### config.mk
export PLATFORM = sky130hd
export DESIGN_NAME = ipv4_dotted_parse_classify
export DESIGN_NICKNAME = d
export VERILOG_FILES = /design/src/rtl/core/ipdc_pkg.sv /design/src/rtl/core/ipdc_classify.sv /design/src/rtl/core/ipv4_dotted_parse_classify.sv
export SDC_FILE = /design/constraint.sdc
export NUM_CORES = 1
export LEC_CHECK = 0
export BUFFER_PORTS_ARGS = -buffer_cell sky130_fd_sc_hd__buf_2
export CAP_MARGIN = 20
export CORE_MARGIN = 4
export CORE_UTILIZATION = 55
export DETAILED_ROUTE_END_ITERATION = 10
export HOLD_SLACK_MARGIN = 0.02
export PLACE_DENSITY = 0.79
export SLEW_MARGIN = 5
export SYNTH_ARGS = -nofsm -noshare
export SYNTH_HDL_FRONTEND = slang
export SYNTH_SLANG_ARGS = --single-unit
### constraint.sdc
create_clock -name clk_i -period 3.3 [get_ports clk_i]
set_input_delay 0.66 -clock clk_i [delete_from_list [all_inputs] [get_ports clk_i]]
set_output_delay 0.66 -clock clk_i [all_outputs]
set_load 0.02 [all_outputs]
### src/rtl/core/ipdc_pkg.sv
// shared types and constants for the dotted-decimal ipv4 parser and classifier
package ipdc_pkg;

  // character codes
  localparam logic [7:0] CharDot  = 8'h2E;
  localparam logic [7:0] CharZero = 8'h30;
  localparam logic [7:0] CharNine = 8'h39;

  // largest octet value, at the width of the digit accumulator
  localparam logic [11:0] OctetMax = 12'd255;

  // octets in a complete address
  localparam logic [2:0] OctetCount = 3'd4;

  // upper bounds of the classful ranges on the first byte
  localparam logic [7:0] ClassAMax = 8'd127;
  localparam logic [7:0] ClassBMax = 8'd191;
  localparam logic [7:0] ClassCMax = 8'd223;
  localparam logic [7:0] ClassDMax = 8'd239;

  // address class codes
  localparam logic [2:0] ClassA = 3'd0;
  localparam logic [2:0] ClassB = 3'd1;
  localparam logic [2:0] ClassC = 3'd2;
  localparam logic [2:0] ClassD = 3'd3;
  localparam logic [2:0] ClassE = 3'd4;

  // input transaction
  typedef struct packed {
    logic [7:0] char_code;
    logic       end_of_line;
  } in_item_t;

  // result transaction
  typedef struct packed {
    logic        is_valid;
    logic [31:0] address;
    logic [2:0]  address_class;
    logic [1:0]  net_id_octets;
    logic [31:0] network_address;
  } out_item_t;

endpackage

### src/rtl/core/ipdc_classify.sv
// classful classification of a parsed ipv4 address
module ipdc_classify import ipdc_pkg::*; (
  input  logic        ok_i,
  input  logic [31:0] packed_i,
  output out_item_t   result_o
);

  logic [7:0] first_byte;

  assign first_byte = packed_i[31:24];

  // class, net id length and network address from the first byte
  always_comb begin
    result_o = '0;
    if (ok_i) begin
      result_o.is_valid = 1'b1;
      result_o.address  = packed_i;
      if (first_byte inside {[8'd1:ClassAMax]}) begin
        result_o.address_class   = ClassA;
        result_o.net_id_octets   = 2'd1;
        result_o.network_address = {packed_i[31:24], 24'd0};
      end else if (first_byte inside {[ClassAMax + 8'd1:ClassBMax]}) begin
        result_o.address_class   = ClassB;
        result_o.net_id_octets   = 2'd2;
        result_o.network_address = {packed_i[31:16], 16'd0};
      end else if (first_byte inside {[ClassBMax + 8'd1:ClassCMax]}) begin
        result_o.address_class   = ClassC;
        result_o.net_id_octets   = 2'd3;
        result_o.network_address = {packed_i[31:8], 8'd0};
      end else if (first_byte inside {[ClassCMax + 8'd1:ClassDMax]}) begin
        result_o.address_class = ClassD;
      end else begin
        result_o.address_class = ClassE;
      end
    end
  end

endmodule

### src/rtl/core/ipv4_dotted_parse_classify.sv
// top level: dotted-decimal ipv4 line parser with classful result
//
//   channel  direction  handshake                  payload
//   in       input      in_valid_i / in_stall_o    in_data_i  (in_item_t)
//   out      output     out_valid_o / out_stall_i  out_data_o (out_item_t)
//
// one character is taken per cycle unless stalled; parse state updates at that edge
// an end-of-line transaction loads the result register and clears the parse state
// the result appears in the cycle after its end-of-line transaction is taken
// in_stall_o is high only while a held result is stalled on the output side
// reset clears the parse state and the output valid flag
module ipv4_dotted_parse_classify import ipdc_pkg::*; (
  input  logic      clk_i,
  input  logic      rst_ni,
  input  logic      in_valid_i,
  output logic      in_stall_o,
  input  in_item_t  in_data_i,
  output logic      out_valid_o,
  input  logic      out_stall_i,
  output out_item_t out_data_o
);

  // parse state
  logic [2:0]  done_q, done_d;
  logic [7:0]  value_q, value_d;
  logic [1:0]  digits_q, digits_d;
  logic        zero_first_q, zero_first_d;
  logic        bad_q, bad_d;
  logic [31:0] packed_q, packed_d;

  // result register
  logic      out_valid_q, out_valid_d;
  out_item_t out_data_q;
  out_item_t result;

  logic        accept;
  logic        fin_bad;
  logic [31:0] fin_packed;
  logic [2:0]  fin_done;
  logic        is_digit;
  logic [3:0]  digit;
  logic [11:0] acc;
  logic        line_ok;

  assign in_stall_o = out_valid_q & out_stall_i;
  assign accept     = in_valid_i & ~in_stall_o;

  // closing the current octet
  assign fin_bad    = (digits_q == 2'd0) || (done_q >= OctetCount);
  assign fin_packed = {packed_q[23:0], value_q};
  assign fin_done   = done_q + 3'd1;

  // digit accumulate: value * 10 + digit
  assign is_digit = (in_data_i.char_code >= CharZero) && (in_data_i.char_code <= CharNine);
  assign digit    = in_data_i.char_code[3:0];
  assign acc      = ({4'd0, value_q} << 3) + ({4'd0, value_q} << 1) + {8'd0, digit};

  // end of line check
  assign line_ok = ~bad_q & ~fin_bad & (fin_done == OctetCount);

  ipdc_classify u_classify (
    .ok_i     (line_ok),
    .packed_i (fin_packed),
    .result_o (result)
  );

  // next parse state
  always_comb begin
    done_d       = done_q;
    value_d      = value_q;
    digits_d     = digits_q;
    zero_first_d = zero_first_q;
    bad_d        = bad_q;
    packed_d     = packed_q;
    if (accept) begin
      if (in_data_i.end_of_line) begin
        done_d       = '0;
        value_d      = '0;
        digits_d     = '0;
        zero_first_d = 1'b0;
        bad_d        = 1'b0;
        packed_d     = '0;
      end else if (!bad_q) begin
        if (in_data_i.char_code == CharDot) begin
          if (fin_bad) begin
            bad_d = 1'b1;
          end else begin
            packed_d = fin_packed;
            done_d   = fin_done;
          end
          value_d      = '0;
          digits_d     = '0;
          zero_first_d = 1'b0;
        end else if (is_digit) begin
          if ((digits_q != 2'd0) && zero_first_q) begin
            // second digit after a leading zero
            bad_d = 1'b1;
          end else begin
            if (digits_q == 2'd0) begin
              zero_first_d = (digit == 4'd0);
            end
            if (acc > OctetMax) begin
              bad_d   = 1'b1;
              value_d = OctetMax[7:0];
            end else begin
              value_d = acc[7:0];
            end
            if (digits_q < 2'd2) begin
              digits_d = digits_q + 2'd1;
            end
          end
        end else begin
          bad_d = 1'b1;
        end
      end
    end
  end

  // output valid flag
  always_comb begin
    out_valid_d = out_valid_q;
    if (out_valid_q && !out_stall_i) begin
      out_valid_d = 1'b0;
    end
    if (accept && in_data_i.end_of_line) begin
      out_valid_d = 1'b1;
    end
  end

  // control and parse state registers
  always_ff @(posedge clk_i or negedge rst_ni) begin
    if (!rst_ni) begin
      done_q       <= '0;
      value_q      <= '0;
      digits_q     <= '0;
      zero_first_q <= 1'b0;
      bad_q        <= 1'b0;
      packed_q     <= '0;
      out_valid_q  <= 1'b0;
    end else begin
      done_q       <= done_d;
      value_q      <= value_d;
      digits_q     <= digits_d;
      zero_first_q <= zero_first_d;
      bad_q        <= bad_d;
      packed_q     <= packed_d;
      out_valid_q  <= out_valid_d;
    end
  end

  // result payload
  always_ff @(posedge clk_i) begin
    if (accept && in_data_i.end_of_line) begin
      out_data_q <= result;
    end
  end

  assign out_valid_o = out_valid_q;
  assign out_data_o  = out_data_q;

  // an end-of-line transaction always produces a result next cycle
  a_eol_result : assert property (@(posedge clk_i) disable iff (!rst_ni)
    accept && in_data_i.end_of_line |=> out_valid_o)
    else $error("end of line gave no result");

  // parse state is clear after an end-of-line transaction
  a_eol_clear : assert property (@(posedge clk_i) disable iff (!rst_ni)
    accept && in_data_i.end_of_line |=> done_q == 3'd0 && !bad_q && digits_q == 2'd0)
    else $error("parse state not cleared after end of line");

  // never more than four completed octets
  a_done_range : assert property (@(posedge clk_i) disable iff (!rst_ni)
    done_q <= OctetCount)
    else $error("octet count out of range");

  // an invalid result carries zero fields
  a_invalid_zero : assert property (@(posedge clk_i) disable iff (!rst_ni)
    out_valid_o && !out_data_o.is_valid |->
      out_data_o.address == 32'd0 && out_data_o.network_address == 32'd0 &&
      out_data_o.net_id_octets == 2'd0)
    else $error("invalid result with nonzero fields");

  // class d and e have no net id
  a_de_no_net : assert property (@(posedge clk_i) disable iff (!rst_ni)
    out_valid_o && (out_data_o.address_class == ClassD ||
                    out_data_o.address_class == ClassE) |->
      out_data_o.net_id_octets == 2'd0 && out_data_o.network_address == 32'd0)
    else $error("class d or e with a net id");

endmodule
After elaboration in Yosys (flattened, before gate mapping). Cells that the tools add are included.

Add/subtract/negate cells: 4. Magnitude comparators: 13. Equality and inequality tests: 5. Mux-type cells: 41. Bitwise gates (word level): 9. Reduce and logical (&&, ||, !) cells: 26.

Operators by type and width (count): 24-bit 2-to-1 mux (4); 37-bit 2-to-1 mux (2); 70-bit 2-to-1 mux (1); 8-bit 2-to-1 mux (6); 34-bit 2-to-1 mux (1); 8-bit >= comparator (second input constant) (3); 8-bit <= comparator (second input constant) (3); 3-bit 2-to-1 mux (6); 1-bit 2-to-1 mux (15); 11-bit by 9-bit adder with 12-bit output (1); 12-bit by 4-bit adder with 12-bit output (1); 12-bit by 8-bit > comparator with 1-bit output (second input constant) (1); 2-bit 2-to-1 mux (6); 5-bit AND reduction (2); 3-bit nonzero test (3); 8-bit by 6-bit equality test with 1-bit output (second input constant) (1); 8-bit by 1-bit >= comparator with 1-bit output (second input constant) (1); 8-bit by 6-bit >= comparator with 1-bit output (second input constant) (1); 8-bit by 6-bit <= comparator with 1-bit output (second input constant) (1); 8-bit by 7-bit <= comparator with 1-bit output (second input constant) (1); 1-bit logical AND (8); 4-bit AND reduction (2); 4-bit OR reduction (2); 2-bit nonzero test (3); other kinds (15) (23).

Register bits: 110. Output and inout port bits: 72. Logic and storage cells: 116.

Longest topological paths before layout. Gate-level depths: netlist (run 1).

Word-level depth: 9. Gate-level depth with buffers: 9. Mapped depth without buffers: 9.

Cells and area by module. Synthesis (run 1) repeated with hierarchy kept, for this count alone.

Cell total of the unflattened synthesis: 343. Area total of the unflattened synthesis: 4890.9 sq um.

By module, submodules not included: ipv4_dotted_parse_classify (instances 1, cells each 255, area an instance 4277.9 sq um, sequential area each 3103.0 sq um); ipdc_classify (instances 1, cells each 88, area an instance 613.1 sq um, sequential area each 0.0 sq um).

Worst setup path after synthesis (run 1). No wires, ideal clock.

Path type: input-to-reg. From: input in_data_i[4] (netlist name). To: register bad_q. Setup time: 0.229 ns. Arrival time: 2.952 ns. Setup slack: 0.119 ns. Cell stages on the path: 8. Buffers on the path: 0. Path through: fa_1 > fa_1 > a211oi_1 > nor2_1 > a41oi_1 > mux2_4 > nor3_4 > a221oi_1.

Longest elaborated chain between the ends: 8.

Ends and longest elaborated chain: start: declaration (RTL line ipv4_dotted_parse_classify.sv:17) `input in_item_t in_data_i,`; 12-bit by 4-bit adder with 12-bit output (RTL line ipv4_dotted_parse_classify.sv:56) `assign acc = ({4'd0, value_q} << 3) + ({4'd0, value_q} << 1) + {8'd0, digit};`; 12-bit by 8-bit > comparator with 1-bit output (RTL line ipv4_dotted_parse_classify.sv:102) `if (acc > OctetMax) begin`; 1-bit 2-to-1 mux (RTL line ipv4_dotted_parse_classify.sv:102); 1-bit 2-to-1 mux (RTL line ipv4_dotted_parse_classify.sv:95) `if ((digits_q != 2'd0) && zero_first_q) begin`; 1-bit 2-to-1 mux (RTL line ipv4_dotted_parse_classify.sv:94) `end else if (is_digit) begin`; 1-bit 2-to-1 mux * (RTL line ipv4_dotted_parse_classify.sv:84) `if (in_data_i.char_code == CharDot) begin`; 1-bit 2-to-1 mux * (RTL line ipv4_dotted_parse_classify.sv:83) `end else if (!bad_q) begin`; 1-bit 2-to-1 mux * (RTL line ipv4_dotted_parse_classify.sv:76) `if (in_data_i.end_of_line) begin`; end signal: assignment (RTL line ipv4_dotted_parse_classify.sv:137) `bad_q <= 1'b0;`; end signal: assignment (RTL line ipv4_dotted_parse_classify.sv:145) `bad_q <= bad_d;`; end: declaration (RTL line ipv4_dotted_parse_classify.sv:28) `logic bad_q, bad_d;`.

Mark *: on every way between the ends. The rest lies on a longest branch, timed or not. A chain may end at the register's enable or synchronous reset.

Worst setup path in the final report (run 1).
From: register value_q[0]. To: register value_q[4].

Longest elaborated chain between the ends: 9.

Ends and longest elaborated chain: start: declaration (RTL line ipv4_dotted_parse_classify.sv:25) `logic [7:0] value_q, value_d;`; start signal: assignment (RTL line ipv4_dotted_parse_classify.sv:142) `value_q <= value_d;`; 11-bit by 9-bit adder with 12-bit output * (RTL line ipv4_dotted_parse_classify.sv:56); 12-bit by 4-bit adder with 12-bit output * (RTL line ipv4_dotted_parse_classify.sv:56); 12-bit by 8-bit > comparator with 1-bit output (RTL line ipv4_dotted_parse_classify.sv:102); 8-bit 2-to-1 mux * (RTL line ipv4_dotted_parse_classify.sv:102); 8-bit 2-to-1 mux * (RTL line ipv4_dotted_parse_classify.sv:95); 8-bit 2-to-1 mux * (RTL line ipv4_dotted_parse_classify.sv:94); 8-bit 2-to-1 mux * (RTL line ipv4_dotted_parse_classify.sv:84); 8-bit 2-to-1 mux * (RTL line ipv4_dotted_parse_classify.sv:83); 8-bit 2-to-1 mux * (RTL line ipv4_dotted_parse_classify.sv:76).

Mark *: on every way between the ends. The rest lies on a longest branch, timed or not. The select of a mux whose other input is x is not followed.

==> results of run 1 <==
[flip-flops by register name, summed over array words and instances, names as in the netlist]
signal / count
bad_q: 1
digits_q: 2
done_q: 3
out_data_o: 62
out_valid_o: 1
packed_q: 24
value_q: 8
zero_first_q: 1
[where the power goes]
group	total [W]	internal, W	switching (W)
Sequential	0.00154	0.00144	0.000105
Combinational	0.00121	0.000511	0.000700
Clock	0.000722	0.000287	0.000435
[path summary, 6_finish.rpt]
check	from	to	slack, ns
min reg2reg	zero_first_q	zero_first_q	0.52
max in group asynchronous	rst_ni	packed_q[1]	2.32
min in group clk_i	zero_first_q	zero_first_q	0.52
min	rst_ni	zero_first_q	0.41
max reg2reg	value_q[0]	value_q[4]	0.24
max	value_q[0]	value_q[4]	0.24
[cell families after synthesis]
family,after synthesis,share of synthesized area [%]
AO/OA/AOI/OAI,94,14.4
XOR/XNOR,4,0.758
adder cells (fa/ha/maj),20,5.74
buffers and inverters,42,4.33
flip-flops,102,61.9
multiplexers,2,0.541
other,1,0.0811
AND/OR/NAND/NOR,97,12.2
[area by class of cell]
cell class	count	area (um^2)
clock buffers	10	128
clock inverters	6	53.8
fillers	647	2910
inverters	18	67.6
multi-input cells	225	1590
flip-flops and latches	102	2860
well taps	105	131
repair buffers	86	468
[through the flow]
stage	utilization [%]	hold WS [ns]	TNS (ns)	instances	power [W]
floorplan	-	0.364	0	369	0.00247
global placement	62.3	0.487	-0.140	536	0.00272
detailed placement	62.3	0.496	-0.674	536	0.00277
CTS	64.5	0.431	0	552	0.00348
global route	64.5	0.484	0	552	0.00370
finish	64.5	0.413	0	552	0.00347
[Yosys cell counts, drive strengths merged (2+ instances only)]
| cell type | instances |
|---|---|
| a211oi | 2 |
| a21boi | 3 |
| a21o | 3 |
| a21oi | 24 |
| a22o | 25 |
| a2bb2oi | 7 |
| a31oi | 7 |
| and2 | 21 |
| and3 | 34 |
| buf | 16 |
| clkbuf | 8 |
| dfrtp | 40 |
| edfxtp | 62 |
| fa | 2 |
| ha | 18 |
| inv | 18 |
| nand2 | 13 |
| nand2b | 5 |
| nand3 | 2 |
| nor2 | 9 |
| nor3 | 4 |
| o21ai | 10 |
| o22ai | 2 |
| o31ai | 3 |
| o41ai | 2 |
| or2 | 2 |
| or4 | 2 |
| xor2 | 3 |
[layer usage]
metal  track usage, %  routed length, um  vias to the layer above
li1                 -                  -                     1505
met1             24.1               3830                     1532
met2             32.7               4840                       82
met3             2.17                407                       20
met4             9.87                237                        0
met5                0                  0                        -
[worst register-to-register path, stage by stage, from the launching register on]
cell and delay, ns:
dfrtp_1 0.47, fa_1 0.54, fa_1 0.46, a211oi_1 0.26
nor2_1 0.10, a41oi_1 0.26, mux2_4 0.35, o41ai_1 0.38
o21ai_1 0.12
==> metrics.csv, run 1 <==
metric,value,unit
antenna-diode-count,0,
path_max_fanout,6,
syn_inst,362,
grt_remaining_overflow,0,
clk_root_buffer_cell,clkbuf_8,
critPathSlowestCell,fa_1,
gr-usage-all-layers,19.2,%
fmax,0.327,GHz
grt_start_max_net_pins,41,
remaining_drc_errors,0,
final_max_slew_viol_count,0,
finalSetupViolations,0,
numCtsBuffers,9,
seq_area_frac_synth,61.9,%
grt_pass1_vias,3093,
avgRoutedWirePerCell,16.9,um
critical_path.startpoint_type,flip-flop,
yosysTopAreaCellShare,40.3,%
ws_path_type,reg -> reg,
logic_depth_of_the_worst_setup_path_including_buffers,8,
floorplan.die.width,99.7,um
primary_ff_master_synth,edfxtp_1,
yosys_register_bits,102,
final_net_count,475,
static_leakage,2.42,nW
fp-row-count,33,
slowest_delay,0.54,ns
timing.max_slew.rel_slack,37.4,%
finalWorstSetupSlack,0.242,ns
yosys_warning_total,0,
worst_ep_arrival_time,3.29,ns
num_vias,3139,
synthesis.area,4620,um^2
worstSkewPairLatency,0.37,ns
top_level_ports,85,
irDropWorstVdd,0.807,mV
pwr_density_cell,655,nW/um^2
cts_tree,done,
drt-initial-drc-count,187,
syn2layout_area_growth,14.7,%
post_cts_resize_count,0,
async_reset_ff_share,39.2,%
cts_clk_pin_slew_worst_paths,0.09,ns
ys_types,49,
dpl_worst_slack,-0.0871,ns
edff_count_synth,62,
worst_slew_pin_slew,0.933,ns
ctsHoldBuffers,0,
finalWorstPathRequiredPeriod,3.06,ns
finished_layout_cell_area,5300,um^2
core_area,8220,um^2
die-height,99.7,um
cp.required,3.53,ns
place_congestion,0.865,
number_of_buffers_inserted_by_port_buffering,76,
max_cap_violations,0,
mostFrequentLayoutCell,buf_2,
avgSynthCellArea,12.8,um^2
final_cell_mix,"76 x buf_2, 62 x edfxtp_1, 40 x dfrtp_1",
critical_path.most_common_cell,fa_1,
grt_first_pass_wirelength,15000,um
cp-end-kind,flip-flop,
status,"complete, no violations",
post_detail_place_hpwl,6700,um
grt_antenna_before_repair,0,
postCtsSetupRepairBufs,0,
worstRegToRegCells,8,
buffers_and_inverters_on_the_worst_path,0,
timing.clock.skew,0.0185,ns
path_cells,fa_1 -> fa_1 -> a211oi_1 -> nor2_1 -> a41oi_1 -> mux2_4 -> o41ai_1 -> o21ai_1,
clock-sinks,102,
biggest_area_consumer_among_synthesized_cells,edfxtp_1,
placed_cell_area,5120,um^2
cts.path.max_buffers,2,
report.final.hold_viol_count,0,
start_util,56.3,%
period_share,92.7,%
routed_wl,9310,um
holdCritPathClass,in -> async,
critical-path-top-delay-family,compound AO/OA/AOI/OAI gates,
htreeDepth,3,
post_synth_main_area_contributors,"edfxtp_1 40%, dfrtp_1 22%, ha_1 4.9%",
vias_per_cell,5.69,
die-area,9940,um^2
drt-pass1-iter-count,4,
final_layout_size_suffix_gt1_share,25.1,%
postRouteAntennaNets,0,
rsz0062_at_grt,no,
(Power assumes the default switching activity.)
==> inputs of run 2 (changes only) <==
==> constraint.sdc (replaced) <==
create_clock -name clk_i -period 3.3 [get_ports clk_i]
set_input_delay 0.33 -clock clk_i [delete_from_list [all_inputs] [get_ports clk_i]]
set_output_delay 0.33 -clock clk_i [all_outputs]
set_load 0.02 [all_outputs]
==> metrics.csv, run 2 (synthesis results as in run 1) <==
metric,value,unit,change
status,"complete, no violations",,
finalWorstPathRequiredPeriod,3.11,ns,+0.0479 ns
die-height,99.7,um,unchanged
critPathSlowestCell,fa_1,,
gr-usage-all-layers,18.7,%,-0.48 points
filler_cell_count,660,,+2.0%
final_cell_mix,"76 x buf_2, 62 x edfxtp_1, 40 x dfrtp_1",,
post_detail_place_hpwl,6380,um,-4.7%
ws_path_type,reg -> reg,,
report.final.hold_viol_count,0,,unchanged
floorplan.die.width,99.7,um,unchanged
worstSkewPairLatency,0.36,ns,about the same
static_leakage,2.41,nW,-0.47%
pwr_density_cell,661,nW/um^2,+0.95%
cp.required,3.54,ns,about the same
dp.cells,532,,-0.75%
post_cts_resize_count,0,,unchanged
area_taken_by_flip_flops_and_latches,2860,um^2,unchanged
critical_path.most_common_cell,fa_1,,
grt_first_pass_wirelength,14700,um,-1.8%
antenna-diode-count,0,,unchanged
cts_clk_pin_slew_worst_paths,0.10,ns,about the same
holdCritPathClass,in -> async,,
instances_no_fill,548,,-0.72%
worst_ep_arrival_time,3.35,ns,+0.06 ns
routed_wl,8870,um,-4.8%
fp-row-count,33,,unchanged
remaining_drc_errors,0,,unchanged
fin_tns_setup,0,ns,unchanged
htreeDepth,3,,unchanged
cts_tree,done,,
cp-end-kind,flip-flop,,
numCtsBuffers,9,,unchanged
number_of_buffers_inserted_by_port_buffering,76,,unchanged
irDropWorstVdd,0.778,mV,-3.6%
final_max_slew_viol_count,0,,unchanged
worst_slew_pin_slew,0.935,ns,+0.00260 ns
largest_register_ffs,62,,unchanged
start_util,56.3,%,unchanged
postCtsSetupRepairBufs,0,,unchanged
finalSetupViolations,0,,unchanged
num_vias,3087,,-1.7%
ctsHoldBuffers,0,,unchanged
die-area,9940,um^2,unchanged
power.total,0.00350,W,+0.69%
finalWorstSetupSlack,0.194,ns,-0.0479 ns
path_cells,fa_1 -> fa_1 -> a211oi_1 -> nor2_1 -> a41oi_2 -> mux2_4 -> o41ai_1 -> o21ai_1,,
grt_start_max_net_pins,41,,unchanged
drt-initial-drc-count,153,,-18%
syn2layout_area_growth,14.4,%,
timing.clock.skew,0.00742,ns,-0.0111 ns
clock-sinks,102,,unchanged
critical_path.startpoint_type,flip-flop,,
worstReg2RegEnd,value_q[4],,
worstRegToRegCells,8,,unchanged
slowest_delay,0.54,ns,about the same
drt-pass1-iter-count,5,,+1
core_area,8220,um^2,unchanged
cts.path.max_buffers,2,,unchanged
dpl_worst_slack,0.109,ns,+0.197 ns
period_share,94.1,%,+1.5 points
max_cap_violations,0,,unchanged
final_layout_size_suffix_gt1_share,24.8,%,-0.23 points
fmax,0.322,GHz,-1.5%
avgRoutedWirePerCell,16.2,um,-4.1%
r2r_start,value_q[0],,
place_congestion,0.894,,+3.3%
postRouteAntennaNets,0,,unchanged
vias_per_cell,5.63,,-0.94%
path_max_fanout,6,,unchanged
slack_of_the_worst_reg_to_reg_path,0.19,ns,-0.05 ns
rsz0062_at_grt,no,,
timing.max_slew.rel_slack,37.2,%,-0.17 points
grt_remaining_overflow,0,,unchanged
clk_root_buffer_cell,clkbuf_8,,
grt_pass1_vias,3037,,-1.8%
top_level_ports,85,,unchanged
final_net_count,471,,-0.84%
multi_input_comb_area,1600,um^2,+0.47%
grt_antenna_before_repair,0,,unchanged
mostFrequentLayoutCell,buf_2,,
run 2: cell types whose count changed in the layout (fill, tap and decap cells not counted), sizes merged:
cell	before	now
clkbuf	10	9
inv	20	22
buf	86	82
clkinvlp	1	0
run 2: through the flow:
step	area, um^2	hold slack (ns)	utilization (%)
6_report	5290	0.0760	64.4
5_1_grt	5290	0.133	64.4
4_1_cts	5280	0.0984	64.3
3_5_place_dp	5090	0.491	62.0
3_3_place_gp	5090	0.486	62.0
2_1_floorplan	4650	0.0344	-
run 2: layout make-up:
cell class	count	area share [%]
multi-input combinational	225	30.2
inverter	18	1.28
clock buffer	9	2.34
sequential	102	54.1
timing repair buffer	82	8.28
tap	105	2.48
clock inverter	7	1.25
run 2: worst max-delay path: cells and delay by family, from the launching register on:
| family | cells | cell delay [ns] |
|---|---|---|
| AND/OR/NAND/NOR | 1 | 0.13 |
| adder cells (fa/ha/maj) | 2 | 1.04 |
| AO/OA/AOI/OAI | 4 | 1.00 |
| multiplexers | 1 | 0.34 |
| flip-flops | 1 | 0.48 |
run 2: per-layer routing:
layer | wire [um] | up-vias | GRT usage (%)
li1 | - | 1497 | -
met1 | 3770 | 1486 | 24.3
met2 | 4510 | 88 | 31.6
met3 | 437 | 16 | 3.23
met4 | 145 | 0 | 6.93
met5 | 0 | - | 0
run 2: how the worst max path moves through the flow:
| stage | startpoint | endpoint | slack, ns |
|---|---|---|---|
| after global routing | value_q[0] | value_q[4] | 0.001 |
| final | value_q[0] | value_q[4] | 0.19 |
| after floorplan | value_q[0] | bad_q | 0.37 |
| after CTS | value_q[0] | bad_q | 0.11 |
| after detailed placement | in_data_i[4] | bad_q | 0.11 |
| after global placement | in_data_i[4] | bad_q | 0.23 |
run 2: power breakdown:
part           internal, W  total [W]  switching [W]
clock             0.000294   0.000744       0.000450
combinational     0.000496    0.00121       0.000716
sequential         0.00144    0.00154       0.000105
total              0.00223    0.00350        0.00127
==> inputs of run 3 (changes only) <==
--- a/config.mk
+++ b/config.mk
@@ -11,7 +11,7 @@
 export CORE_UTILIZATION = 55
 export DETAILED_ROUTE_END_ITERATION = 10
 export HOLD_SLACK_MARGIN = 0.02
-export PLACE_DENSITY = 0.79
+export PLACE_DENSITY_LB_ADDON = 0.05
 export SLEW_MARGIN = 5
 export SYNTH_ARGS = -nofsm -noshare
 export SYNTH_HDL_FRONTEND = slang
==> metrics.csv, run 3 (synthesis results as in run 1) <==
metric,value,unit,change
status,"complete, no violations",,
largest_register_ffs,62,,unchanged
report.final.hold_viol_count,0,,unchanged
combPwrFrac,33.4,%,-1.3 points
cts_clk_pin_slew_worst_paths,0.10,ns,about the same
worst_slew_pin_slew,0.941,ns,+0.00611 ns
remaining_drc_errors,0,,unchanged
die-height,99.7,um,unchanged
avgRoutedWirePerCell,16.6,um,+2.6%
filler_cell_count,624,,-5.5%
cp.required,3.53,ns,about the same
finalWorstPathRequiredPeriod,3.07,ns,-0.0413 ns
area_taken_by_flip_flops_and_latches,2860,um^2,unchanged
cell_internal_pwr,0.00228,W,+2.6%
ctsHoldBuffers,0,,unchanged
instances_no_fill,549,,+0.18%
drt-pass1-iter-count,4,,-1
routed_wl,9110,um,+2.8%
holdCritPathClass,in -> async,,
rsz0062_at_grt,no,,
final_net_count,472,,+0.21%
post_detail_place_hpwl,6480,um,+1.5%
ws_path_type,reg -> reg,,
timing.max_slew.rel_slack,36.8,%,-0.41 points
core_area,8220,um^2,unchanged
final_max_slew_viol_count,0,,unchanged
worstSkewPairLatency,0.37,ns,about the same
grt_remaining_overflow,0,,unchanged
final_layout_size_suffix_gt1_share,24.5,%,-0.28 points
period_share,92.9,%,-1.3 points
sw_share,34.8,%,-1.5 points
grt_start_max_net_pins,41,,unchanged
grt_antenna_before_repair,0,,unchanged
grt_first_pass_wirelength,14700,um,about the same
place_congestion,0.853,,-4.6%
drt-initial-drc-count,124,,-19%
top_level_ports,85,,unchanged
post_cts_resize_count,0,,unchanged
clk_root_buffer_cell,clkbuf_8,,
fin_tns_setup,0,ns,unchanged
dp.cells,533,,+0.19%
floorplan.die.width,99.7,um,unchanged
gr-usage-all-layers,19.0,%,+0.34 points
fp-row-count,33,,unchanged
fmax,0.326,GHz,+1.3%
postRouteAntennaNets,0,,unchanged
syn2layout_area_growth,14.6,%,
worst_ep_arrival_time,3.29,ns,-0.06 ns
start_util,56.3,%,unchanged
number_of_buffers_inserted_by_port_buffering,76,,unchanged
numCtsBuffers,9,,unchanged
cts_tree,done,,
cp-end-kind,flip-flop,,
final_util,64.5,%,+0.14 points
static_leakage,2.42,nW,+0.39%
postCtsSetupRepairBufs,0,,unchanged
mostFrequentLayoutCell,buf_2,,
cts.path.max_buffers,2,,unchanged
max_cap_violations,0,,unchanged
pwr_density_cell,661,nW/um^2,about the same
irDropWorstVdd,0.606,mV,-22%
die-area,9940,um^2,unchanged
vias_per_cell,5.58,,-0.93%
num_vias,3064,,-0.75%
finalSetupViolations,0,,unchanged
multi_input_comb_area,1590,um^2,-0.47%
power.share.sequential,43.9,%,-0.2 points
dpl_worst_slack,0.227,ns,+0.117 ns
clkPwrFrac,22.7,%,+1.4 points
power.total,0.00350,W,+0.16%
final_cell_mix,"76 x buf_2, 62 x edfxtp_1, 40 x dfrtp_1",,
finalWorstSetupSlack,0.235,ns,+0.0413 ns
antenna-diode-count,0,,unchanged
power_dissipated_by_switching_net_loads,0.00122,W,-4.1%
path_max_fanout,8,,+2
htreeDepth,3,,unchanged
grt_pass1_vias,2964,,-2.4%
clock-sinks,102,,unchanged
critical_path.startpoint_type,flip-flop,,
timing.clock.skew,0.0159,ns,+0.00847 ns
## run 3: stage by stage
step           instance area (um^2)  hold slack (ns)
2_1_floorplan                  4650           0.0344
3_3_place_gp                   5100            0.484
3_5_place_dp                   5100            0.500
4_1_cts                        5300            0.101
5_1_grt                        5300            0.135
6_report                       5300           0.0817
## run 3: area by class of cell
cell class / instances / share of cell area (%)
timing repair buffer: 83 / 8.40
clock buffer: 10 / 2.41
clock inverter: 6 / 1.39
inverter: 18 / 1.27
tap: 105 / 2.48
multi-input combinational: 225 / 30.0
sequential: 102 / 54.0
## run 3: final timing paths
check | start | to | slack (ns) | cells after the start
setup / recovery | value_q[0] | value_q[1] | 0.23 | 8
hold / removal | rst_ni | packed_q[17] | 0.08 | 1
setup reg to reg | value_q[0] | value_q[1] | 0.23 | 8
hold reg to reg | done_q[0] | done_q[0] | 0.52 | 1
max in group asynchronous | rst_ni | packed_q[7] | 2.65 | 1
min in group clk_i | out_stall_i | out_valid_o | 0.19 | 3
## run 3: per-layer routing
layer  vias up  wire (um)  track usage (%)  share of wire (%)
met5         -          0                0                  0
met4         0        198             8.30                2.2
met3        12        373             2.95                4.1
met2        72       4810             33.8                 53
met1      1481       3730             22.9                 41
li1       1499          -                -                  -
## run 3: critical path, cell delays in order, from the launching register on
cell and delay, ns:
dfrtp_1 0.47, fa_1 0.54, fa_1 0.50, a211oi_1 0.25, nor2_1 0.10, a41oi_1 0.25, mux2_4 0.34, nor3_4 0.34
a31oi_1 0.13
## run 3: power groups by stage
stage                     logic, W  registers (W)  clock network (W)
final                      0.00117        0.00154           0.000796
after global routing       0.00129        0.00155           0.000869
after CTS                  0.00117        0.00154           0.000824
after detailed placement   0.00117        0.00157                  0
after global placement     0.00114        0.00156                  0
after floorplan           0.000893        0.00158                  0
